**src/rtl/tnfa_pkg.sv**
```systemverilog
// Shared constants and types for the Thompson NFA matcher.
package tnfa_pkg;
	localparam int NUM_NODES = 64;
	localparam int IDX_W = 6;
	localparam int NODE_W = 22;

	localparam logic [1:0] MODE_LOAD  = 2'd0;
	localparam logic [1:0] MODE_START = 2'd1;
	localparam logic [1:0] MODE_FEED  = 2'd2;

	localparam logic [1:0] KIND_BYTE  = 2'd0;
	localparam logic [1:0] KIND_SPLIT = 2'd1;
	localparam logic [1:0] KIND_FINAL = 2'd2;

	typedef struct packed {
		logic [5:0] alt;
		logic [5:0] nxt;
		logic [7:0] byte_val;
		logic [1:0] kind;
	} node_t;

	typedef logic [NUM_NODES-1:0] set_t;
endpackage

```
**src/rtl/tnfa_table.sv**
```systemverilog
// Node table memory with one write port and one registered read port.
module tnfa_table import tnfa_pkg::*; (
	input  logic             clk,
	input  logic             we,
	input  logic [IDX_W-1:0] waddr,
	input  node_t            wdata,
	input  logic [IDX_W-1:0] raddr,
	output node_t            rdata
);
	node_t mem [NUM_NODES];

	always_ff @(posedge clk) begin
		if (we) begin
			mem[waddr] <= wdata;
		end
		rdata <= mem[raddr];
	end
endmodule

```
**src/rtl/thompson_nfa_matcher.sv**
```systemverilog
// Every pass over the node table reads all 64 nodes in turn, takes the last read and then closes
// the pass. A load, start or idle word runs one closure pass plus one more for each pass that grew
// the set; a byte adds one step pass and then a second closure of the same kind. The result word is
// registered in the done state after the last pass closes.
// Throughput: one word at a time; the next input word is accepted the cycle after the result
// word is taken. Reset clears the active set and the control state; the table is not cleared.
module thompson_nfa_matcher import tnfa_pkg::*; (
	input  logic        clk,
	input  logic        arst_n,
	input  logic        s_tvalid,
	output logic        s_tready,
	// tdata: mode, entry_index, entry_kind, entry_byte, entry_next, entry_alt, symbol
	input  logic [39:0] s_tdata,
	output logic        m_tvalid,
	input  logic        m_tready,
	// tdata: matched, alive
	output logic [7:0]  m_tdata
);
	localparam logic [2:0] ST_IDLE  = 3'd0;
	localparam logic [2:0] ST_CLOS  = 3'd1;
	localparam logic [2:0] ST_STEP  = 3'd2;
	localparam logic [2:0] ST_FIN   = 3'd3;
	localparam logic [2:0] ST_DONE  = 3'd4;

	logic [2:0]       state_q;
	logic [7:0]       sym_q;
	set_t             act_q, clos_q, nxt_q;
	logic             grew_q, fin_q, after_q;
	logic [IDX_W:0]   cnt_q;
	logic             rd_v_q;
	logic [IDX_W-1:0] rd_idx_q;
	node_t            rnode;
	logic             out_v_q;
	logic [1:0]       out_q;

	wire accept = s_tvalid && s_tready;
	assign s_tready = (state_q == ST_IDLE) && !out_v_q;
	assign m_tvalid = out_v_q;
	assign m_tdata  = {6'd0, out_q};

	node_t wnode;
	assign wnode = '{alt: s_tdata[29:24], nxt: s_tdata[23:18],
		byte_val: s_tdata[17:10], kind: s_tdata[9:8]};

	tnfa_table u_table (
		.clk(clk), .we(accept && s_tdata[1:0] == MODE_LOAD),
		.waddr(s_tdata[7:2]), .wdata(wnode),
		.raddr(cnt_q[IDX_W-1:0]), .rdata(rnode)
	);

	wire scanning = !cnt_q[IDX_W];

	always_ff @(posedge clk or negedge arst_n) begin
		if (!arst_n) begin
			state_q <= ST_IDLE;
			act_q <= '0;
			out_v_q <= 1'b0;
			rd_v_q <= 1'b0;
			cnt_q <= '0;
		end else begin
			if (out_v_q && m_tready) out_v_q <= 1'b0;
			case (state_q)
				ST_IDLE: begin
					if (accept) begin
						sym_q <= s_tdata[37:30];
						if (s_tdata[1:0] == MODE_START) begin
							act_q <= set_t'(1) << s_tdata[7:2];
							clos_q <= set_t'(1) << s_tdata[7:2];
						end else begin
							clos_q <= act_q;
						end
						after_q <= (s_tdata[1:0] != MODE_FEED);
						cnt_q <= '0;
						grew_q <= 1'b0;
						fin_q <= 1'b0;
						state_q <= ST_CLOS;
					end
				end
				ST_CLOS, ST_STEP: begin
					rd_v_q <= scanning;
					if (scanning) begin
						rd_idx_q <= cnt_q[IDX_W-1:0];
						cnt_q <= cnt_q + 1'b1;
					end
					if (rd_v_q && clos_q[rd_idx_q]) begin
						if (state_q == ST_CLOS) begin
							if (rnode.kind == KIND_SPLIT) begin
								if (!clos_q[rnode.nxt] || !clos_q[rnode.alt]) grew_q <= 1'b1;
								clos_q <= clos_q | (set_t'(1) << rnode.nxt)
									| (set_t'(1) << rnode.alt);
							end
							if (rnode.kind == KIND_FINAL) fin_q <= 1'b1;
						end else if (rnode.kind == KIND_BYTE && rnode.byte_val == sym_q) begin
							nxt_q <= nxt_q | (set_t'(1) << rnode.nxt);
						end
					end
					if (!scanning && !rd_v_q) begin
						cnt_q <= '0;
						grew_q <= 1'b0;
						if (state_q == ST_CLOS && grew_q) begin
							fin_q <= 1'b0;
						end else if (state_q == ST_CLOS && !after_q) begin
							nxt_q <= '0;
							state_q <= ST_STEP;
						end else if (state_q == ST_STEP) begin
							act_q <= nxt_q;
							clos_q <= nxt_q;
							after_q <= 1'b1;
							fin_q <= 1'b0;
							state_q <= ST_CLOS;
						end else begin
							state_q <= ST_DONE;
						end
					end
				end
				default: begin
					out_q <= {|act_q, fin_q};
					out_v_q <= 1'b1;
					state_q <= ST_IDLE;
				end
			endcase
		end
	end
endmodule

```
**config.mk**
```make
export PLATFORM = sky130hd
export DESIGN_NAME = thompson_nfa_matcher
export DESIGN_NICKNAME = d
export VERILOG_FILES = /design/src/rtl/tnfa_pkg.sv /design/src/rtl/tnfa_table.sv /design/src/rtl/thompson_nfa_matcher.sv
export SDC_FILE = /design/constraint.sdc
export NUM_CORES = 2
export LEC_CHECK = 0
export ABC_AREA = 0
export ABC_CLOCK_PERIOD_IN_PS = 10030
export BUFFER_PORTS_ARGS = -buffer_cell sky130_fd_sc_hd__buf_2
export CAP_MARGIN = 20
export CORE_MARGIN = 3
export CORE_UTILIZATION = 35
export CTS_CLUSTER_DIAMETER = 150
export DETAILED_ROUTE_END_ITERATION = 10
export PLACE_DENSITY_LB_ADDON = 0.05
export SKIP_LAST_GASP = 1
export SLEW_MARGIN = 20
export SYNTH_ARGS = -nofsm -noshare
export SYNTH_HDL_FRONTEND = slang
export SYNTH_HIERARCHICAL = 1
export SYNTH_SLANG_ARGS = --single-unit
export TNS_END_PERCENT = 50
```
**constraint.sdc**
```tcl
create_clock -name clk -period 10.03 [get_ports clk]
set_input_delay 2.006 -clock clk [delete_from_list [all_inputs] [get_ports clk]]
set_output_delay 2.006 -clock clk [all_outputs]
set_load 0.005 [all_outputs]
```
Yosys cells after proc, flatten, opt, wreduce, memory -nomap -nowiden
Memory sizes are Yosys's and may differ from the RTL's. A register that Yosys moved wholly into a read port is not among the register bits.
Index checks and enable logic that the tools add are counted.
{"block": "totals", "elab_cells": 141, "in_bits": 44, "n_memories": 1, "reg_bits": 223, "ram_bits": 1408, "output_inout_bits": 10}
{"block": "classes", "n_reduce_logical": 34, "order_cmp": 3, "n_eq_ne": 18, "n_addsub": 1, "shift": 3, "mux": 62, "bitwise": 5}
{"memory": "u_table.mem", "depth": 64, "width": 22, "read_ports": 1, "rd_clocked_by_memory_dff": 1, "wr": 1, "line_no": "tnfa_table.sv:10", "rtl": "node_t mem [NUM_NODES];"}
{"op": "$mux 64", "n": 19}
{"op": "$pmux 64 s2", "n": 2}
{"op": "$or 64x64->64", "n": 3}
{"op": "$shl 1x6->64 const A", "n": 3}
{"op": "$reduce_or 64->1", "n": 1}
{"op": "$mux 1", "n": 25}
{"op": "$lt 6x7->1 const B", "n": 3}
{"op": "$mux 7", "n": 3}
{"op": "$bmux 1 s6", "n": 3}
{"op": "$mux 3", "n": 5}
{"op": "$ne 3x3->1 const B", "n": 5}
{"op": "$reduce_and 3->1", "n": 5}
{"op": "$pmux 7 s2", "n": 1}
{"op": "$reduce_and 7->1", "n": 2}
{"op": "$ne 2x2->1 const B", "n": 6}
{"op": "$logic_and 1x1->1", "n": 9}
{"op": "$eq 8x8->1", "n": 1}
{"op": "$add 7x1->7 const B", "n": 1}
{"op": "$logic_not 1->1", "n": 6}
{"op": "$pmux 1 s2", "n": 3}
{"op": "$pmux 3 s2", "n": 1}
{"op": "$reduce_and 2->1", "n": 3}
{"op": "$reduce_and 6->1", "n": 1}
{"op": "$eq 2x1->1 const B", "n": 2}
{"op": "other kinds (11)", "n": 13}

Depth between registers and ports, before layout
{"block": "logic_depth", "depth_word": 11, "depth_mapped": 10, "mapped_depth_nobuf": 7}

Modules after synthesis
Netlist, hierarchy kept.
{"mod": "tnfa_table", "seq_area_each_um2": 42721.0, "cells_per_inst": 2352, "area_per_inst_um2": 54277.1, "instances": 1}
{"mod": "thompson_nfa_matcher", "seq_area_each_um2": 6316.1, "cells_per_inst": 1444, "area_per_inst_um2": 14013.4, "instances": 1}

Worst setup path after synthesis
Ideal clock, no wire load.
{"block": "synth_timing", "path_type": "input -> register", "from": "input port s_tvalid", "to": "register grew_q (enable)", "setup_time_ns": 0.322, "t_required_ns": 9.708, "arrival_ns": 5.994, "n_path_buf": 0, "slack_ns": 3.714, "stages": 4, "cell_sequence": "nand2_1 -> a21oi_1 -> o2111ai_1 -> o22ai_1"}
{"block": "synth_via", "elab_chain_len": 3}
{"item": "from (decl)", "line_no": "thompson_nfa_matcher.sv:10", "rtl": "input logic s_tvalid,"}
{"item": "$logic_and 1x1->1", "line_no": "thompson_nfa_matcher.sv:36", "rtl": "wire accept = s_tvalid && s_tready;"}
{"item": "$ne 2x2->1 (no source line)"}
{"item": "$reduce_and 7->1 (no source line)"}
{"item": "to (signal assigned)", "line_no": "thompson_nfa_matcher.sv:74", "rtl": "grew_q <= 1'b0;"}
{"item": "to (signal assigned)", "line_no": "thompson_nfa_matcher.sv:88", "rtl": "if (!clos_q[rnode.nxt] || !clos_q[rnode.alt]) grew_q <= 1'b1;"}
{"item": "to (signal assigned)", "line_no": "thompson_nfa_matcher.sv:99", "rtl": "grew_q <= 1'b0;"}
{"item": "to (decl)", "line_no": "thompson_nfa_matcher.sv:28", "rtl": "logic grew_q, fin_q, after_q;"}
Every way passes these cells.
A chain may end at the register's enable or synchronous reset.

Final worst setup path
{"block": "layout_timing", "from": "register rd_idx_q[2]", "to": "register nxt_q[52], data pin"}
{"block": "layout_via", "elab_chain_len": 7}
{"item": "from (decl)", "line_no": "thompson_nfa_matcher.sv:31", "rtl": "logic [IDX_W-1:0] rd_idx_q;"}
{"item": "from (signal assigned)", "line_no": "thompson_nfa_matcher.sv:82", "rtl": "rd_idx_q <= cnt_q[IDX_W-1:0];"}
{"item": "$bmux 1 s6 *", "line_no": "thompson_nfa_matcher.sv:85", "rtl": "if (rd_v_q && clos_q[rd_idx_q]) begin"}
{"item": "$mux 1 (implied by the code) *", "line_no": "thompson_nfa_matcher.sv:85"}
{"item": "$logic_and 1x1->1 *", "line_no": "thompson_nfa_matcher.sv:85"}
{"item": "$mux 64 *", "line_no": "thompson_nfa_matcher.sv:85"}
{"item": "$mux 64", "line_no": "thompson_nfa_matcher.sv:102", "rtl": "end else if (state_q == ST_CLOS && !after_q) begin"}
{"item": "$mux 64", "line_no": "thompson_nfa_matcher.sv:100", "rtl": "if (state_q == ST_CLOS && grew_q) begin"}
{"item": "$mux 64 *", "line_no": "thompson_nfa_matcher.sv:97", "rtl": "if (!scanning && !rd_v_q) begin"}
{"item": "to (signal assigned)", "line_no": "thompson_nfa_matcher.sv:94", "rtl": "nxt_q <= nxt_q | (set_t'(1) << rnode.nxt);"}
{"item": "to (decl)", "line_no": "thompson_nfa_matcher.sv:27", "rtl": "set_t act_q, clos_q, nxt_q;"}
Mark *: on every way between the ends. The rest lies on a longest branch, timed or not. The select of a mux whose other input is x is not followed.

==> metrics.md <==
| Metric | Value |
|---|---|
| Worst Tran Pin Value | `1238 ps` |
| DRC violations left | `0` |
| Pwr Density | `276.5 mW/mm^2` |
| Syn Area/Cell | `17.99 um^2` |
| Slew HR | `0.1670` |
| Critical path's slowest cell | `a2111oi_0` |
| Post-route ant nets | `0` |
| Die height | `447.7 um` |
| Worst Path Required | `10,660 ps` |
| Max-cap viol count | `0` |
| Fin cells | `6,598` |
| Clock Path Buffers | `3` |
| Commonest non-fill, non-tap cells in the layout | `1,555 x edfxtp_1, 393 x mux4_2, 264 x nand2_1` |
| Worst r2r src | `rd_idx_q[2]` |
| Startpoint Class | `register` |
| Layout cells sized above 1 | `0.2340` |
| HPWL Detailed | `124,100 um` |
| Clock-pin slew on the worst setup and hold paths | `60 ps` |
| Hold WC Path Type | `register to register` |
| Crit path time final | `4218 ps` |
| Synth Warn # | `6` |
| Iter 0 DRT Violations | `3,702` |
| Hold Fails Final Rpt | `0` |
| CP startpoint | `rd_idx_q[2]` |
| #FFs+latches synth | `1,653` |
| Max Slew Vio Count | `0` |
| Cts repair resizes | `0` |
| Crit-path max FO | `46` |
| Setup bufs post-CTS | `0` |
| Hold wc startpoint | `cnt_q[5]` |
| First drt pass iteration count | `5` |
| Die ar. | `0.2005 mm^2` |
| Sequential area share after synthesis | `0.7181` |
| Routed vias/inst | `5.658` |
| Maximum vdd ir drop | `0.2179 mV` |
| Grt total ovfl | `0` |
| CP arrival | `4840 ps` |
| Post-synth ARST share | `0.04598` |
| Placed cell count | `6,252` |
| LEAKAGE | `24.42 nW` |
| Initial antenna violation count | `12` |
| Finish-stage setup viols | `0` |
| Pre-CTS setup slack | `5088 ps` |
| CP cell instances | `mux4_2, mux2i_1, a2111oi_0, and4_1, o21bai_4, buf_4, o31ai_1` |
| Buf/Inv on CP | `1` |
| Clock Tree Root | `clkbuf_16` |
| Tcrit/Tclk final | `0.4205` |
| Post-synth EDFFs | `1,555` |
| Core region area | `0.1932 mm^2` |
| Io pins | `54` |
| Crit path max-delay family | `compound AO/OA/AOI/OAI gates` |
| Die width | `447.7 um` |
| Synth area leader | `edfxtp_1` |
| Clk_skew | `30.45 ps` |
| CTS Hold Bufs | `0` |
| P&R area growth vs syn | `13.89%` |
| Nets | `3,959` |
| Max Freq | `237.1 MHz` |
| Vias in the first global route | `38.14k` |
| Critical Path Sink Type | `register` |
| WL/cell | `32.16 um` |
| Total Routing Usage GR | `0.2115` |
| RSZ-0062 raised after global routing | `no` |
| CTS tree | `yes` |
| Setup CP Type | `register to register` |
| Largest net degree at the start of global routing | `95` |
| CP max stage delay | `990 ps` |
| Cell variety after synth | `62` |
| H-Tree Depth | `4` |
| Commonest non-fill, non-tap cell in the layout | `edfxtp_1` |
| Total number of vias | `37.33k` |
| Global-route wire length before repair | `300,000 um` |
| Final WS setup | `5812 ps` |
| IO buf count | `45` |
| Total Wirelength | `212,200 um` |
| Post-route setup TNS | `0 ps` |
| Clock latency on the worst-skew pair | `820 ps` |
| Cell count after synthesis | `3,796` |
| Top FF cell, synth | `edfxtp_1` |
| Mapped cell area | `0.06829 mm^2` |
| Synth top area cells | `edfxtp_1 68%, mux4_2 13%, dfrtp_1 2.8%, nand2_1 1.5%, a221o_1 1.4%` |
| Num CTS Buffers | `184` |
| Status | `completed` |
| CTS Sinks | `1,653` |
| Row cnt | `161` |
| Starting density of the core | `0.3535` |
| Gp weighted congestion | `0.8377` |
| Yosys top cell area share | `0.6838` |
[metrics by stage]
step	power, mW	area (um^2)	utilization	hold slack, ps
final	21.51	77780	0.4026	451.8
after floorplan	12.93	68310	-	426.4
after detailed placement	15.33	72010	0.3727	436.5
after global placement	15.33	71970	0.3726	432.2
after global routing	22.51	77760	0.4025	464.4
after CTS	21.81	77700	0.4022	449.5
[per-layer routing]
layer  wire [um]  global-route usage  share of wire
met1       93850              0.2989           0.44
met2      102700              0.3439           0.48
met3       10540             0.02996          0.050
met4        5056             0.05547          0.024
met5          67                   0        0.00032
[power breakdown]
part	switching [mW]	leakage, nW	total, mW	internal [mW]
combinational	3.82	6.46	6.40	2.58
sequential	0.578	15.2	8.68	8.11
clock	2.83	2.76	6.42	3.60
total	7.22	24.4	21.5	14.3
[cell type report]
cell class / count / area [um^2]
antenna: 8 / 20.02
clock buffer: 246 / 4938
clock inverter: 90 / 748.2
fill: 17318 / 115400
inverter: 8 / 30.03
multi-input combinational: 1878 / 18410
sequential: 1653 / 49050
tap: 2526 / 3161
timing repair buffer: 189 / 1419
[state kept, by name, summed over array words and instances (netlist names)]
| signal | flops |
|---|---|
| u_table/mem | 1408 |
| act_q | 64 |
| clos_q | 64 |
| nxt_q | 64 |
| u_table/rdata | 22 |
| sym_q | 8 |
| cnt_q | 7 |
| rd_idx_q | 6 |
| state_q | 3 |
| out_q | 2 |
| after_q | 1 |
| fin_q | 1 |
| grew_q | 1 |
| m_tvalid | 1 |
| rd_v_q | 1 |
[worst paths after layout]
| kind | cells past startpoint | slack [ps] | endpoint |
|---|---|---|---|
| worst min-delay path | 0 | 450 | rd_idx_q[5] |
| worst max-delay path | 7 | 5810 | nxt_q[52] |
| min in group asynchronous | 1 | 1180 | act_q[49] |
| worst max register to register | 7 | 5810 | nxt_q[52] |
| worst min register to register | 0 | 450 | rd_idx_q[5] |
| max in group asynchronous | 2 | 7740 | act_q[34] |
[cell usage after synthesis, drive strengths merged, types with 65 or more instances]
| master | count |
|---|---|
| a221o | 97 |
| buf | 110 |
| o31ai | 65 |
| o21ai | 181 |
| nand2 | 265 |
| edfxtp | 1555 |
| mux4 | 396 |
| dfrtp | 76 |
| a21oi | 101 |
| clkbuf | 152 |
| mux2i | 83 |
| nor2 | 201 |
[kinds of logic after synthesis]
kind of cell / synth area share
adders and majority gates: 0.0001832
DFF: 0.7181
xor gates and xnor gates: 0.001154
buffers and inverters: 0.01922
and+or+nand+nor: 0.04425
AOI/OAI and AO/OA: 0.07134
muxes: 0.1457
other: 0.00005491
(Power assumes the default switching activity.)
